--- config.mk ---
export PLATFORM = sky130hd
export DESIGN_NAME = sgs_scan
export DESIGN_NICKNAME = d
export VERILOG_FILES = /design/src/rtl/sgs_pkg.sv /design/src/rtl/sgs_scan.sv
export SDC_FILE = /design/constraint.sdc
export NUM_CORES = 1
export LEC_CHECK = 0
export BUFFER_PORTS_ARGS = -buffer_cell sky130_fd_sc_hd__buf_2
export CAP_MARGIN = 20
export CORE_MARGIN = 8
export CORE_UTILIZATION = 59
export CTS_CLUSTER_DIAMETER = 120
export DETAILED_ROUTE_END_ITERATION = 16
export PLACE_DENSITY = 0.9
export SKIP_LAST_GASP = 1
export SYNTH_ARGS = -nofsm -noshare
export SYNTH_HDL_FRONTEND = slang
export SYNTH_SLANG_ARGS = --single-unit
--- constraint.sdc ---
create_clock -name clk -period 4.09 [get_ports clk]
set_clock_uncertainty 0.2 [all_clocks]
set_input_delay 0.409 -clock clk [delete_from_list [all_inputs] [get_ports clk]]
set_output_delay 0.409 -clock clk [all_outputs]
set_load 0.02 [all_outputs]
--- src/rtl/sgs_pkg.sv ---
// ----------------------------------------------------------------------------
// sgs_pkg
// Types and codes shared by the scrolling grid store modules.
// ----------------------------------------------------------------------------
`default_nettype none

package sgs_pkg;

  localparam logic [1:0] KIND_READ  = 2'd0;
  localparam logic [1:0] KIND_WRITE = 2'd1;
  localparam logic [1:0] KIND_SHIFT = 2'd2;

  localparam logic REG_FILL = 1'b0;

  // signed width for source coordinates: up to 8-bit col minus 8-bit offset
  localparam int SRC_W = 10;

  typedef struct packed {
    logic [1:0]        kind;
    logic [7:0]        col;
    logic [7:0]        row;
    logic [3:0]        cell_value;
    logic signed [7:0] shift_x;
    logic signed [7:0] shift_y;
  } in_item_t;

  typedef struct packed {
    logic [3:0] read_data;
    logic       range_error;
  } out_item_t;

  typedef struct packed {
    logic rd_en;
    logic wr_en;
    logic use_fill;
    logic done;
  } scan_ctl_t;

  typedef enum logic [1:0] {
    ST_CLEAR,
    ST_IDLE,
    ST_SHIFT
  } state_t;

endpackage

`default_nettype wire

--- src/rtl/sgs_scan.sv ---
// ----------------------------------------------------------------------------
// sgs_scan
// Shift sequencer: walks every destination cell once, issues the source
// read in the cycle before the destination write.
// ----------------------------------------------------------------------------
`default_nettype none

module sgs_scan
  import sgs_pkg::*;
#(
  parameter int GRID_DIM = 64,
  parameter int CW       = 6,
  parameter int AW       = 12
) (
  input  wire logic              clk,
  input  wire logic              rst_n,
  input  wire logic              start,
  input  wire logic signed [7:0] dx,
  input  wire logic signed [7:0] dy,
  output scan_ctl_t              ctl,
  output logic        [AW-1:0]   rd_addr,
  output logic        [AW-1:0]   wr_addr
);

  logic              active_r;
  logic [CW-1:0]     c_r, r_r;
  logic [AW-1:0]     d_idx_r;
  logic signed [7:0] dx_r, dy_r;
  logic              s1_valid_r, s1_fill_r, s1_last_r;
  logic [AW-1:0]     s1_addr_r;

  logic signed [SRC_W-1:0] sc, sr;
  logic                    in_src, row_end, last;

  always_comb begin
    sc      = $signed(SRC_W'(c_r)) - SRC_W'(dx_r);
    sr      = $signed(SRC_W'(r_r)) - SRC_W'(dy_r);
    in_src  = (sc >= 0) && (sc < $signed(SRC_W'(GRID_DIM))) &&
              (sr >= 0) && (sr < $signed(SRC_W'(GRID_DIM)));
    row_end = (r_r == CW'(GRID_DIM - 1));
    last    = row_end && (c_r == CW'(GRID_DIM - 1));
    rd_addr = AW'(AW'(sc[CW-1:0]) * AW'(GRID_DIM) + AW'(sr[CW-1:0]));
  end

  always_ff @(posedge clk) begin
    if (!rst_n) begin
      active_r   <= 1'b0;
      s1_valid_r <= 1'b0;
    end else begin
      s1_valid_r <= active_r;
      if (start) begin
        active_r <= 1'b1;
      end else if (active_r && last) begin
        active_r <= 1'b0;
      end
    end
  end

  always_ff @(posedge clk) begin
    if (start) begin
      c_r     <= '0;
      r_r     <= '0;
      d_idx_r <= '0;
      dx_r    <= dx;
      dy_r    <= dy;
    end else if (active_r) begin
      d_idx_r <= d_idx_r + AW'(1);
      if (row_end) begin
        r_r <= '0;
        c_r <= c_r + CW'(1);
      end else begin
        r_r <= r_r + CW'(1);
      end
    end
    s1_addr_r <= d_idx_r;
    s1_fill_r <= !in_src;
    s1_last_r <= last;
  end

  always_comb begin
    ctl.rd_en    = active_r && in_src;
    ctl.wr_en    = s1_valid_r;
    ctl.use_fill = s1_fill_r;
    ctl.done     = s1_valid_r && s1_last_r;
    wr_addr      = s1_addr_r;
  end

endmodule

`default_nettype wire

==> metrics.txt, run 1 <==
# TYPE chip_impl_metric gauge
chip_impl_metric{name="power.total",unit="mW"} 1.08
chip_impl_metric{name="cts.path.max_buffers",unit=""} 2
chip_impl_info{name="grt_setup_unrepaired",value="no"} 1
chip_impl_info{name="dominant_combinational_cell_family_by_area_after_synthesis",value="simple AND/OR/NAND/NOR gates"} 1
chip_impl_metric{name="place_hpwl",unit="mm"} 3.59
chip_impl_metric{name="synth_mux_area_share",unit="%"} 0.788
chip_impl_metric{name="number_of_synthesized_register_bits",unit=""} 56
chip_impl_info{name="dominantRegCellSynth",value="sky130_fd_sc_hd__dfxtp_1"} 1
chip_impl_metric{name="post_layout_nets",unit=""} 323
chip_impl_metric{name="leakage_power",unit="nW"} 1.27
chip_impl_metric{name="avgRoutedWirePerCell",unit="microns"} 14.2
chip_impl_metric{name="antennaDiodeCount",unit=""} 0
chip_impl_metric{name="num_io_pins",unit=""} 47
chip_impl_metric{name="drt_first_pass_iters",unit=""} 4
chip_impl_metric{name="port_buffers",unit=""} 46
chip_impl_metric{name="cts_resized",unit=""} 0
chip_impl_metric{name="initial_utilization",unit="%"} 59.6
chip_impl_metric{name="fin_tns_setup",unit="ps"} 0
chip_impl_metric{name="cp.required",unit="ps"} 3480
chip_impl_metric{name="worst-endpoint-arrival",unit="ps"} 2500
chip_impl_info{name="result_of_the_run",value="finished clean"} 1
chip_impl_metric{name="route.vias.total",unit=""} 1815
chip_impl_metric{name="sequential_cell_area_fraction_in_the_yosys_report",unit="%"} 50.4
chip_impl_metric{name="max_cap_viol_count",unit=""} 0
chip_impl_metric{name="report.final.hold_viol_count",unit=""} 0
chip_impl_metric{name="timing.hold.ws",unit="ps"} 70.1
chip_impl_metric{name="number_of_vias_per_cell_after_detailed_routing",unit=""} 5.34
chip_impl_metric{name="num_rows",unit=""} 24
chip_impl_metric{name="grt_start_max_net_pins",unit=""} 42
chip_impl_metric{name="grt_pass1_vias",unit=""} 1860
chip_impl_metric{name="use_met3",unit="%"} 4.38
chip_impl_metric{name="mappedNetlistArea",unit="sq mm"} 0.00254
chip_impl_metric{name="met2_track_usage_gr",unit="%"} 26.9
chip_impl_metric{name="synth.top_cell.area_share",unit="%"} 31.5
chip_impl_metric{name="cellPowerDensity",unit="mW/mm^2"} 373
chip_impl_info{name="timing.critical_path.to_type",value="output port"} 1
chip_impl_metric{name="fraction_of_the_mapped_netlist_area_in_compound_gates",unit="%"} 8.03
chip_impl_metric{name="post-place-cells",unit=""} 332
chip_impl_metric{name="dieWidth",unit="microns"} 81.6
chip_impl_info{name="clock_tree_from_tritoncts",value="yes"} 1
chip_impl_metric{name="h-tree-depth",unit=""} 2
chip_impl_metric{name="fin_crit_sh",unit="%"} 76.0
chip_impl_metric{name="die-height",unit="microns"} 81.6
chip_impl_metric{name="globalRouteMet1Util",unit="%"} 16.0
chip_impl_metric{name="final-setup-viol-count",unit=""} 0
chip_impl_metric{name="drt-total-wl",unit="mm"} 4.83
chip_impl_metric{name="synth_enable_flop_cells",unit=""} 16
chip_impl_metric{name="finalWorstPathRequiredPeriod",unit="ps"} 3110
chip_impl_metric{name="number_of_violations_reported_at_the_end_of_detailed_routing_iteration_0",unit=""} 110
chip_impl_metric{name="fill_cells",unit=""} 336
chip_impl_info{name="synth_area_leader_cell",value="sky130_fd_sc_hd__dfxtp_1"} 1
chip_impl_metric{name="cts_setup_buffers",unit=""} 0
chip_impl_metric{name="holdBufCountCts",unit=""} 0
chip_impl_metric{name="grt.overflow.total",unit=""} 0
chip_impl_info{name="startpoint_type",value="flip-flop"} 1
chip_impl_metric{name="timing.max_slew.rel_slack",unit="%"} 46.2
chip_impl_metric{name="die_area",unit="sq mm"} 0.00666
chip_impl_metric{name="yosys.area_share.xor_xnor",unit="%"} 9.66
chip_impl_metric{name="worstMarginPinSlew",unit="ps"} 806
chip_impl_metric{name="gr-usage-all-layers",unit="%"} 14.9
chip_impl_info{name="layout_commonest_cell",value="sky130_fd_sc_hd__buf_2"} 1
chip_impl_metric{name="synthSimpleGateAreaFrac",unit="%"} 17.6
chip_impl_metric{name="clock_latency",unit="ps"} 300
chip_impl_info{name="final_cell_mix",value="sky130_fd_sc_hd__buf_2, sky130_fd_sc_hd__dfxtp_1, sky130_fd_sc_hd__nor2_1"} 1
chip_impl_metric{name="ys_types",unit=""} 45
chip_impl_metric{name="drtAntennaViolNets",unit=""} 0
chip_impl_metric{name="yosys.area_share.adder",unit="%"} 8.97
chip_impl_metric{name="syn-num-nets",unit=""} 277
chip_impl_metric{name="async_reset_ff_share",unit="%"} 0
chip_impl_metric{name="irDropWorstVdd",unit="mV"} 0.289
chip_impl_info{name="clockRootBuffer",value="sky130_fd_sc_hd__clkbuf_8"} 1
chip_impl_metric{name="final_cells",unit=""} 340
chip_impl_info{name="criticalPathCategory",value="reg -> out"} 1
chip_impl_metric{name="post-route-util",unit="%"} 68.0
chip_impl_metric{name="wire_length_of_the_first_global_routing_pass",unit="mm"} 7.77
chip_impl_metric{name="clk_pin_slew_worst_paths",unit="ps"} 100
chip_impl_metric{name="synthCells",unit=""} 241
chip_impl_info{name="hold_path.class",value="in -> reg"} 1
chip_impl_metric{name="post_route_cells_drive_above_1_share",unit="%"} 21.9
chip_impl_metric{name="initial_antenna_violation_count",unit=""} 0
chip_impl_metric{name="finalMaxSlewViolations",unit=""} 0
chip_impl_metric{name="globalplace.congestion",unit=""} 0.792
chip_impl_metric{name="clock.fmax",unit="GHz"} 0.322
chip_impl_info{name="grt-busiest-layer",value="met2"} 1
chip_impl_metric{name="core_region_area",unit="sq mm"} 0.00426
chip_impl_metric{name="synthToLayoutAreaGrowth",unit="%"} 14.1
chip_impl_metric{name="synth.yosys.warnings",unit=""} 0
chip_impl_metric{name="largest_driver_fanout_on_the_critical_path",unit=""} 4
chip_impl_metric{name="cts-buffers-inserted",unit=""} 5
chip_impl_info{name="yosys-top-cells-area",value="sky130_fd_sc_hd__dfxtp_1, sky130_fd_sc_hd__edfxtp_1, sky130_fd_sc_hd__ha_1, sky130_fd_sc_hd__xor2_1, sky130_fd_sc_hd__nor2_1"} 1
chip_impl_metric{name="drc",unit=""} 0
chip_impl_metric{name="syn_area_per_cell",unit="sq um"} 10.5
chip_impl_metric{name="number_of_sinks_on_the_clock_net",unit=""} 56
-- Yosys cell counts, types with 3 or more instances --
cell and count:
sky130_fd_sc_hd__a21oi_1 8, sky130_fd_sc_hd__and3_1 3, sky130_fd_sc_hd__clkbuf_1 4, sky130_fd_sc_hd__dfxtp_1 40, sky130_fd_sc_hd__edfxtp_1 16, sky130_fd_sc_hd__ha_1 15, sky130_fd_sc_hd__inv_1 19, sky130_fd_sc_hd__nand2_1 13
sky130_fd_sc_hd__nand3_1 5, sky130_fd_sc_hd__nand4_1 7, sky130_fd_sc_hd__nor2_1 29, sky130_fd_sc_hd__nor2b_1 4, sky130_fd_sc_hd__nor3_1 4, sky130_fd_sc_hd__o211ai_1 3, sky130_fd_sc_hd__o21a_1 5, sky130_fd_sc_hd__xnor2_1 11
sky130_fd_sc_hd__xor2_1 17
-- worst paths after layout --
kind,start,to,slack [ps],cells past startpoint
worst max-delay path,c_r[0],ctl[3],980,10
worst min-delay path,dy[2],dy_r[2],70,1
worst max register to register,r_r[0],s1_fill_r,1860,8
worst min register to register,d_idx_r[11],wr_addr[11],180,0
-- per-layer routing --
layer	up-vias	wire, microns
met2	39	2420
met4	0	100
li1	917	-
met1	847	2090
met5	-	0
met3	12	221
-- stage by stage --
stage | instance area [sq um] | setup slack (ps)
floorplan | 2540 | 1620
global placement | 2790 | 1440
detailed placement | 2790 | 1320
CTS | 2900 | 955
global route | 2900 | 844
finish | 2900 | 980
-- where the power goes --
part | leakage [nW] | internal, mW | switching, mW
clock network | 0.0540 | 0.161 | 0.175
logic | 0.739 | 0.0571 | 0.0833
registers | 0.480 | 0.591 | 0.0140
-- sequential cells by signal, summed over array words and instances, names as in the netlist --
| signal | count |
|---|---|
| r_r | 6 |
| wr_addr | 12 |
| dy_r | 8 |
| s1_last_r | 1 |
| c_r | 6 |
| d_idx_r | 12 |
| s1_valid_r | 1 |
| s1_fill_r | 1 |
| active_r | 1 |
| dx_r | 8 |
-- worst max-delay path, cell delays in order, from the launching register on --
cell                        delay (ps)
sky130_fd_sc_hd__dfxtp_1           360
sky130_fd_sc_hd__inv_1              70
sky130_fd_sc_hd__ha_1              160
sky130_fd_sc_hd__inv_1              50
sky130_fd_sc_hd__fa_1              400
sky130_fd_sc_hd__a21oi_1           280
sky130_fd_sc_hd__nor2_1            100
sky130_fd_sc_hd__a211o_2           360
sky130_fd_sc_hd__o2111ai_1          90
sky130_fd_sc_hd__o21ba_2           180
sky130_fd_sc_hd__buf_2             150
-- cell families (layout without fill, tap and decap cells) --
logic type,after synthesis,count (layout)
compound gates,29,29
fa+ha+maj,17,17
xor+xnor,28,28
simple gates,83,83
mux,2,2
flops,56,56
buf+inv,26,73
-- final cells by class --
| type | count | area [sq um] | area share [%] |
|---|---|---|---|
| Clock inverter | 1 | 8.76 | 0.302 |
| Timing Repair Buffer | 46 | 230 | 7.94 |
| Tap cell | 52 | 65.1 | 2.25 |
| Multi-Input combinational cell | 159 | 1140 | 39.5 |
| Clock buffer | 7 | 97.6 | 3.37 |
| Inverter | 19 | 71.3 | 2.46 |
| Sequential cell | 56 | 1280 | 44.2 |
No activity file was read; power rests on OpenSTA's default activity.
==> inputs of run 2 (changes only) <==
--- a/config.mk
+++ b/config.mk
@@ -8,10 +8,10 @@
 export BUFFER_PORTS_ARGS = -buffer_cell sky130_fd_sc_hd__buf_2
 export CAP_MARGIN = 20
 export CORE_MARGIN = 8
-export CORE_UTILIZATION = 59
+export CORE_UTILIZATION = 49
 export CTS_CLUSTER_DIAMETER = 120
 export DETAILED_ROUTE_END_ITERATION = 16
-export PLACE_DENSITY = 0.9
+export PLACE_DENSITY = 0.81
 export SKIP_LAST_GASP = 1
 export SYNTH_ARGS = -nofsm -noshare
 export SYNTH_HDL_FRONTEND = slang
==> constraint.sdc (replaced) <==
create_clock -name clk -period 2.61 [get_ports clk]
set_clock_uncertainty 0.2 [all_clocks]
set_input_delay 0.261 -clock clk [delete_from_list [all_inputs] [get_ports clk]]
set_output_delay 0.261 -clock clk [all_outputs]
set_load 0.02 [all_outputs]
==> run 2 against run 1 <==
Effect of this change: the flow now finishes with violations (negative setup slack); die area grew 16%; via count grew 3.6%; global-route usage shrank 1.8 points; register-to-register slack lost 1600 ps; clock power grew 55%; combinational power grew 100%; setup slack lost 1000 ps; hold slack gained 100 ps; routed wire length grew 5.0%; sequential power grew 56%; sequential share of layout area shrank 5.2 points; largest cell class unchanged.
==> metrics.txt, run 2 (synthesized netlist as in run 1, its figures left out) <==
# TYPE chip_impl_metric gauge
chip_impl_metric{name="dieWidth",unit="microns"} 88.0
chip_impl_metric{name="wire_length_of_the_first_global_routing_pass",unit="mm"} 8.16
chip_impl_metric{name="core_region_area",unit="sq mm"} 0.00504
chip_impl_metric{name="synthToLayoutAreaGrowth",unit="%"} 29.8
chip_impl_metric{name="largest_driver_fanout_on_the_critical_path",unit=""} 4
chip_impl_metric{name="finalWorstPathRequiredPeriod",unit="ps"} 2680
chip_impl_metric{name="die_area",unit="sq mm"} 0.00774
chip_impl_metric{name="total_area_of_sequential_cells",unit="sq mm"} 0.00128
chip_impl_info{name="layout_commonest_cell",value="sky130_fd_sc_hd__buf_2"} 1
chip_impl_metric{name="cellPowerDensity",unit="mW/mm^2"} 530
chip_impl_metric{name="number_of_sinks_on_the_clock_net",unit=""} 56
chip_impl_metric{name="die-height",unit="microns"} 88.0
chip_impl_metric{name="drt-total-wl",unit="mm"} 5.08
chip_impl_metric{name="worst-endpoint-arrival",unit="ps"} 2220
chip_impl_metric{name="h-tree-depth",unit=""} 2
chip_impl_metric{name="post_layout_nets",unit=""} 354
chip_impl_metric{name="grt_start_max_net_pins",unit=""} 42
chip_impl_info{name="failed_checks",value="negative setup slack"} 1
chip_impl_info{name="timing.critical_path.to_type",value="output port"} 1
chip_impl_metric{name="footprint_of_the_multi_input_gates",unit="sq mm"} 0.00123
chip_impl_metric{name="drt_first_pass_iters",unit=""} 4
chip_impl_metric{name="drtAntennaViolNets",unit=""} 0
chip_impl_metric{name="post_route_cells_drive_above_1_share",unit="%"} 29.5
chip_impl_metric{name="timing.hold.ws",unit="ps"} 172
chip_impl_metric{name="timing.max_slew.rel_slack",unit="%"} 45.4
chip_impl_metric{name="fill_cells",unit=""} 391
chip_impl_metric{name="initial_antenna_violation_count",unit=""} 0
chip_impl_metric{name="drc",unit=""} 0
chip_impl_metric{name="leakage_power",unit="nW"} 1.43
chip_impl_metric{name="cts.path.max_buffers",unit=""} 2
chip_impl_metric{name="max_cap_viol_count",unit=""} 0
chip_impl_metric{name="clock.fmax",unit="GHz"} 0.373
chip_impl_metric{name="avgRoutedWirePerCell",unit="microns"} 13.0
chip_impl_metric{name="worstMarginPinSlew",unit="ps"} 819
chip_impl_info{name="clock_tree_from_tritoncts",value="yes"} 1
chip_impl_metric{name="number_of_vias_per_cell_after_detailed_routing",unit=""} 4.83
chip_impl_info{name="startpoint_type",value="flip-flop"} 1
chip_impl_metric{name="initial_utilization",unit="%"} 50.4
chip_impl_metric{name="report.final.hold_viol_count",unit=""} 0
chip_impl_metric{name="place_hpwl",unit="mm"} 3.54
chip_impl_metric{name="number_of_violations_reported_at_the_end_of_detailed_routing_iteration_0",unit=""} 96
chip_impl_metric{name="gr-usage-all-layers",unit="%"} 13.1
chip_impl_metric{name="num_io_pins",unit=""} 47
chip_impl_metric{name="irDropWorstVdd",unit="mV"} 0.365
chip_impl_metric{name="globalplace.congestion",unit=""} 0.755
chip_impl_metric{name="port_buffers",unit=""} 46
chip_impl_info{name="clockRootBuffer",value="sky130_fd_sc_hd__clkbuf_8"} 1
chip_impl_metric{name="cts-buffers-inserted",unit=""} 5
chip_impl_metric{name="grt_pass1_vias",unit=""} 1821
chip_impl_info{name="hold_path.class",value="reg -> reg"} 1
chip_impl_metric{name="timing.final.ws_setup",unit="ps"} -68.6
chip_impl_info{name="grt_setup_unrepaired",value="yes"} 1
chip_impl_metric{name="cp.required",unit="ps"} 2150
chip_impl_metric{name="clk_pin_slew_worst_paths",unit="ps"} 90
chip_impl_metric{name="num_rows",unit=""} 26
chip_impl_metric{name="finalMaxSlewViolations",unit=""} 0
chip_impl_metric{name="fin_tns_setup",unit="ps"} -117
chip_impl_info{name="criticalPathCategory",value="reg -> out"} 1
chip_impl_metric{name="clock_latency",unit="ps"} 300
chip_impl_info{name="final_cell_mix",value="sky130_fd_sc_hd__buf_2, sky130_fd_sc_hd__dfxtp_1, sky130_fd_sc_hd__nor2_1"} 1
chip_impl_metric{name="route.vias.total",unit=""} 1880
chip_impl_metric{name="fin_crit_sh",unit="%"} 103
chip_impl_info{name="result_of_the_run",value="complete, but fails checks"} 1
chip_impl_metric{name="antennaDiodeCount",unit=""} 0
chip_impl_metric{name="grt.overflow.total",unit=""} 0
chip_impl_metric{name="final-setup-viol-count",unit=""} 2
chip_impl_metric{name="post-route-util",unit="%"} 65.4
-- run 2: changes by cell type in the layout (fill, tap and decap cells not counted), moves of 2 or more --
cell / previous run / this run
sky130_fd_sc_hd__fa_1: 2 / 0
sky130_fd_sc_hd__nor2b_1: 4 / 2
sky130_fd_sc_hd__fa_2: 0 / 2
sky130_fd_sc_hd__inv_2: 0 / 3
sky130_fd_sc_hd__dfxtp_1: 40 / 37
sky130_fd_sc_hd__buf_2: 46 / 44
sky130_fd_sc_hd__dfxtp_2: 0 / 3
sky130_fd_sc_hd__inv_1: 19 / 16
sky130_fd_sc_hd__dlygate4sd3_1: 0 / 17
sky130_fd_sc_hd__buf_4: 0 / 15
sky130_fd_sc_hd__ha_4: 0 / 2
sky130_fd_sc_hd__ha_1: 15 / 13
-- run 2: report_power, final --
group / internal, mW / total (mW) / switching (mW)
Sequential: 0.927 / 0.943 / 0.0159
Combinational: 0.133 / 0.284 / 0.151
Clock: 0.252 / 0.521 / 0.269
-- run 2: layer usage --
metal / GRT usage (%) / wire length [microns] / vias to the layer above
met1: 15.3 / 2290 / 854
met2: 23.2 / 2500 / 43
li1: - / - / 978
met5: 0 / 0 / -
met3: 3.47 / 240 / 5
met4: 3.13 / 40 / 0
-- run 2: final cells by class --
| cell class | count | area share, % |
|---|---|---|
| Sequential cell | 56 | 39.0 |
| Inverter | 19 | 2.16 |
| Multi-Input combinational cell | 159 | 37.4 |
| Clock inverter | 1 | 0.266 |
| Clock buffer | 7 | 2.96 |
| Tap cell | 70 | 2.66 |
| Timing Repair Buffer | 77 | 15.6 |
-- run 2: final timing paths --
path	from	endpoint	slack (ps)	cells past startpoint
worst min register to register	d_idx_r[11]	wr_addr[11]	170	0
worst max-delay path	dx_r[1]	ctl[3]	-70	8
worst min-delay path	d_idx_r[11]	wr_addr[11]	170	0
worst max register to register	dy_r[2]	s1_fill_r	270	10
-- run 2: critical path, stage by stage (launching register included) --
cell and delay [ps]:
sky130_fd_sc_hd__edfxtp_1 390, sky130_fd_sc_hd__inv_2 90, sky130_fd_sc_hd__ha_4 190, sky130_fd_sc_hd__nor2b_4 120
sky130_fd_sc_hd__o31a_1 370, sky130_fd_sc_hd__nor4_4 280, sky130_fd_sc_hd__o2111ai_2 130, sky130_fd_sc_hd__o21ba_4 240
sky130_fd_sc_hd__buf_6 110
-- run 2: per-stage QoR --
step,area (sq um),total power [mW],worst slack [ps],instances
floorplan,2540,1.12,290,241
global placement,2840,1.19,86.3,354
detailed placement,2840,1.19,36.8,354
CTS,3180,1.74,-69.1,384
global route,3300,1.83,-160,389
finish,3300,1.75,-68.6,389
-- run 2: timing repair --
item | in CTS | in global routing
setup endpoints to repair | 1 | 3
pin swaps | 7 | 7
gates resized for setup | 9 | 19
buffers inserted | 5 | 5
hold buffers | 17 | 0
endpoints found under the hold margin | 18 | 0
==> inputs of run 3 (changes only) <==
--- a/config.mk
+++ b/config.mk
@@ -10,8 +10,10 @@
 export CORE_MARGIN = 8
 export CORE_UTILIZATION = 49
 export CTS_CLUSTER_DIAMETER = 120
+export CTS_CLUSTER_SIZE = 14
 export DETAILED_ROUTE_END_ITERATION = 16
 export PLACE_DENSITY = 0.81
+export SETUP_SLACK_MARGIN = 0.3
 export SKIP_LAST_GASP = 1
 export SYNTH_ARGS = -nofsm -noshare
 export SYNTH_HDL_FRONTEND = slang
==> run 3 against run 2 <==
Effect of this change: the flow still finishes with violations (negative setup slack); register-to-register slack improved by 80 ps; hold slack hardly changed; combinational power increased by 6%; critical path depth up 2; global-route usage increased by 0.34 points; core utilization rose by 1.4 points; largest cell class is now multi-input gates.
==> metrics.txt, run 3 (synthesized netlist as in run 1, its figures left out) <==
# TYPE chip_impl_metric gauge
chip_impl_info{name="result_of_the_run",value="complete, but fails checks"} 1
chip_impl_info{name="failed_checks",value="negative setup slack"} 1
chip_impl_metric{name="switching_share",unit="%"} 25.4
chip_impl_info{name="min-delay-start",value="d_idx_r[11]"} 1
chip_impl_metric{name="met2_track_usage_gr",unit="%"} 23.9
chip_impl_metric{name="avgRoutedWirePerCell",unit="microns"} 13.7
chip_impl_metric{name="use_met3",unit="%"} 3.10
chip_impl_metric{name="post_layout_nets",unit=""} 353
chip_impl_metric{name="core_region_area",unit="sq mm"} 0.00504
chip_impl_metric{name="total_area_of_sequential_cells",unit="sq mm"} 0.00129
chip_impl_metric{name="finalMaxSlewViolations",unit=""} 0
chip_impl_metric{name="number_of_sinks_on_the_clock_net",unit=""} 56
chip_impl_metric{name="max_cap_viol_count",unit=""} 0
chip_impl_info{name="timing.hold.worst_endpoint",value="wr_addr[11]"} 1
chip_impl_info{name="regToRegEndpoint",value="s1_fill_r"} 1
chip_impl_metric{name="clock_latency",unit="ps"} 310
chip_impl_info{name="criticalPathCategory",value="reg -> out"} 1
chip_impl_metric{name="initial_utilization",unit="%"} 50.4
chip_impl_metric{name="grt_pass1_vias",unit=""} 1912
chip_impl_metric{name="design_area",unit="sq mm"} 0.00337
chip_impl_info{name="clockRootBuffer",value="sky130_fd_sc_hd__clkbuf_8"} 1
chip_impl_metric{name="worstRegToRegCells",unit=""} 10
chip_impl_metric{name="gr-usage-all-layers",unit="%"} 13.5
chip_impl_metric{name="antennaDiodeCount",unit=""} 0
chip_impl_info{name="startpoint_type",value="flip-flop"} 1
chip_impl_metric{name="globalRouteMet1Util",unit="%"} 15.0
chip_impl_metric{name="globalplace.congestion",unit=""} 0.764
chip_impl_info{name="grt_setup_unrepaired",value="yes"} 1
chip_impl_metric{name="place_area",unit="sq mm"} 0.00284
chip_impl_metric{name="cts.path.max_buffers",unit=""} 2
chip_impl_metric{name="power.share.sequential",unit="%"} 53.2
chip_impl_metric{name="largest_driver_fanout_on_the_critical_path",unit=""} 3
chip_impl_metric{name="grt.overflow.total",unit=""} 0
chip_impl_metric{name="die-height",unit="microns"} 88.0
chip_impl_info{name="final_cell_mix",value="sky130_fd_sc_hd__buf_2, sky130_fd_sc_hd__dfxtp_1, sky130_fd_sc_hd__nor2_1"} 1
chip_impl_metric{name="cts-buffers-inserted",unit=""} 5
chip_impl_metric{name="fin_crit_sh",unit="%"} 103
chip_impl_info{name="timing.critical_path.to_type",value="output port"} 1
chip_impl_metric{name="worstMarginPinSlew",unit="ps"} 801
chip_impl_metric{name="synthToLayoutAreaGrowth",unit="%"} 32.6
chip_impl_metric{name="num_rows",unit=""} 26
chip_impl_metric{name="wire_length_of_the_first_global_routing_pass",unit="mm"} 8.26
chip_impl_metric{name="finalWorstPathRequiredPeriod",unit="ps"} 2690
chip_impl_metric{name="post-route-util",unit="%"} 66.8
chip_impl_metric{name="drtAntennaViolNets",unit=""} 0
chip_impl_metric{name="drt_first_pass_iters",unit=""} 5
chip_impl_metric{name="place_hpwl",unit="mm"} 3.47
chip_impl_metric{name="power_report.internal_total",unit="mW"} 1.33
chip_impl_metric{name="worst-endpoint-arrival",unit="ps"} 2220
chip_impl_metric{name="timing.hold.ws",unit="ps"} 172
chip_impl_metric{name="fill_cells",unit=""} 370
chip_impl_metric{name="port_buffers",unit=""} 46
chip_impl_info{name="hold_path.class",value="reg -> reg"} 1
chip_impl_metric{name="num_io_pins",unit=""} 47
chip_impl_metric{name="worst-r2r-setup-slack",unit="ps"} 350
chip_impl_metric{name="report.final.hold_viol_count",unit=""} 0
chip_impl_metric{name="grt_start_max_net_pins",unit=""} 42
chip_impl_info{name="worst_r2r_startpoint",value="dy_r[0]"} 1
chip_impl_metric{name="clockPowerShare",unit="%"} 29.9
chip_impl_metric{name="die_area",unit="sq mm"} 0.00774
chip_impl_metric{name="irDropWorstVdd",unit="mV"} 0.339
chip_impl_metric{name="cp.required",unit="ps"} 2150
chip_impl_metric{name="route.vias.total",unit=""} 1972
chip_impl_metric{name="footprint_of_the_multi_input_gates",unit="sq mm"} 0.00130
chip_impl_metric{name="clk_pin_slew_worst_paths",unit="ps"} 100
chip_impl_metric{name="clock.fmax",unit="GHz"} 0.372
chip_impl_metric{name="post_route_cells_drive_above_1_share",unit="%"} 33.6
chip_impl_metric{name="drc",unit=""} 0
chip_impl_metric{name="h-tree-depth",unit=""} 2
chip_impl_metric{name="drt-total-wl",unit="mm"} 5.31
chip_impl_info{name="layout_commonest_cell",value="sky130_fd_sc_hd__buf_2"} 1
chip_impl_metric{name="dieWidth",unit="microns"} 88.0
chip_impl_metric{name="final-setup-viol-count",unit=""} 2
chip_impl_metric{name="number_of_vias_per_cell_after_detailed_routing",unit=""} 5.08
chip_impl_metric{name="number_of_violations_reported_at_the_end_of_detailed_routing_iteration_0",unit=""} 70
chip_impl_metric{name="hold_depth",unit=""} 0
chip_impl_metric{name="total_switching_power",unit="mW"} 0.452
chip_impl_info{name="clock_tree_from_tritoncts",value="yes"} 1
chip_impl_metric{name="timing.final.ws_setup",unit="ps"} -75.7
chip_impl_metric{name="timing.max_slew.rel_slack",unit="%"} 46.6
chip_impl_metric{name="preCtsSetupSlack",unit="ps"} 86.7
chip_impl_metric{name="combinational_share_of_power",unit="%"} 16.9
chip_impl_metric{name="leakage_power",unit="nW"} 1.42
chip_impl_metric{name="initial_antenna_violation_count",unit=""} 0
chip_impl_metric{name="cellPowerDensity",unit="mW/mm^2"} 528
chip_impl_info{name="grt-busiest-layer",value="met2"} 1
## run 3: changes by cell type in the layout (fill, tap and decap cells not counted), sizes merged
cell / previous run / this run
buf: 60 / 59
## run 3: final cells by class
class                      instances  area share (%)
multi-input combinational        159            38.5
sequential                        56            38.3
timing repair buffer              76            15.3
clock buffer                       7            2.90
tap                               70            2.60
inverter                          19            2.12
clock inverter                     1           0.260
## run 3: per-stage QoR
stage | TNS, ps | instances | power, mW
finish | -96.6 | 388 | 1.78
global route | -263 | 388 | 1.86
CTS | -67.6 | 383 | 1.75
detailed placement | 0 | 353 | 1.19
global placement | 0 | 353 | 1.19
floorplan | 0 | 241 | 1.12
## run 3: worst max-delay path, stage by stage (launching register included)
cell and delay [ps]:
sky130_fd_sc_hd__dfxtp_2 340, sky130_fd_sc_hd__inv_2 60, sky130_fd_sc_hd__ha_4 150, sky130_fd_sc_hd__inv_2 40, sky130_fd_sc_hd__fa_2 370, sky130_fd_sc_hd__a21oi_4 160
sky130_fd_sc_hd__nor2_1 70, sky130_fd_sc_hd__a211o_4 340, sky130_fd_sc_hd__o2111ai_2 80, sky130_fd_sc_hd__o21ba_4 180, sky130_fd_sc_hd__buf_6 120
## run 3: power by group through the flow
| stage | logic, mW | clock network, mW | registers [mW] |
|---|---|---|---|
| after global routing | 0.329 | 0.579 | 0.950 |
| after global placement | 0.225 | 0 | 0.961 |
| final | 0.301 | 0.531 | 0.945 |
| after floorplan | 0.154 | 0 | 0.965 |
| after CTS | 0.265 | 0.544 | 0.944 |
| after detailed placement | 0.228 | 0 | 0.963 |
## run 3: layer usage
layer  part of all wire (%)  routed length, microns  vias up
li1                       -                       -      973
met1                     43                    2300      931
met5                      0                       0        -
met2                     51                    2710       54
met3                    3.8                     203       14
met4                    1.8                      94        0
## run 3: worst max-delay path by stage
stage                     cells after the start      to    start  slack [ps]
after global routing                          8  ctl[3]   r_r[0]        -170
after global placement                       10  ctl[3]   c_r[0]         140
after floorplan                               9  ctl[3]   c_r[0]         320
final                                        10  ctl[3]   c_r[0]         -80
after CTS                                     9  ctl[3]  dx_r[0]         -70
after detailed placement                     10  ctl[3]   c_r[0]          90
## run 3: what timing repair did
item	CTS	global route
buffers inserted	5	5
endpoints found under the hold margin	18	0
hold buffers	17	0
pin swaps	8	9
setup endpoints to repair	5	6
resized for setup	18	29
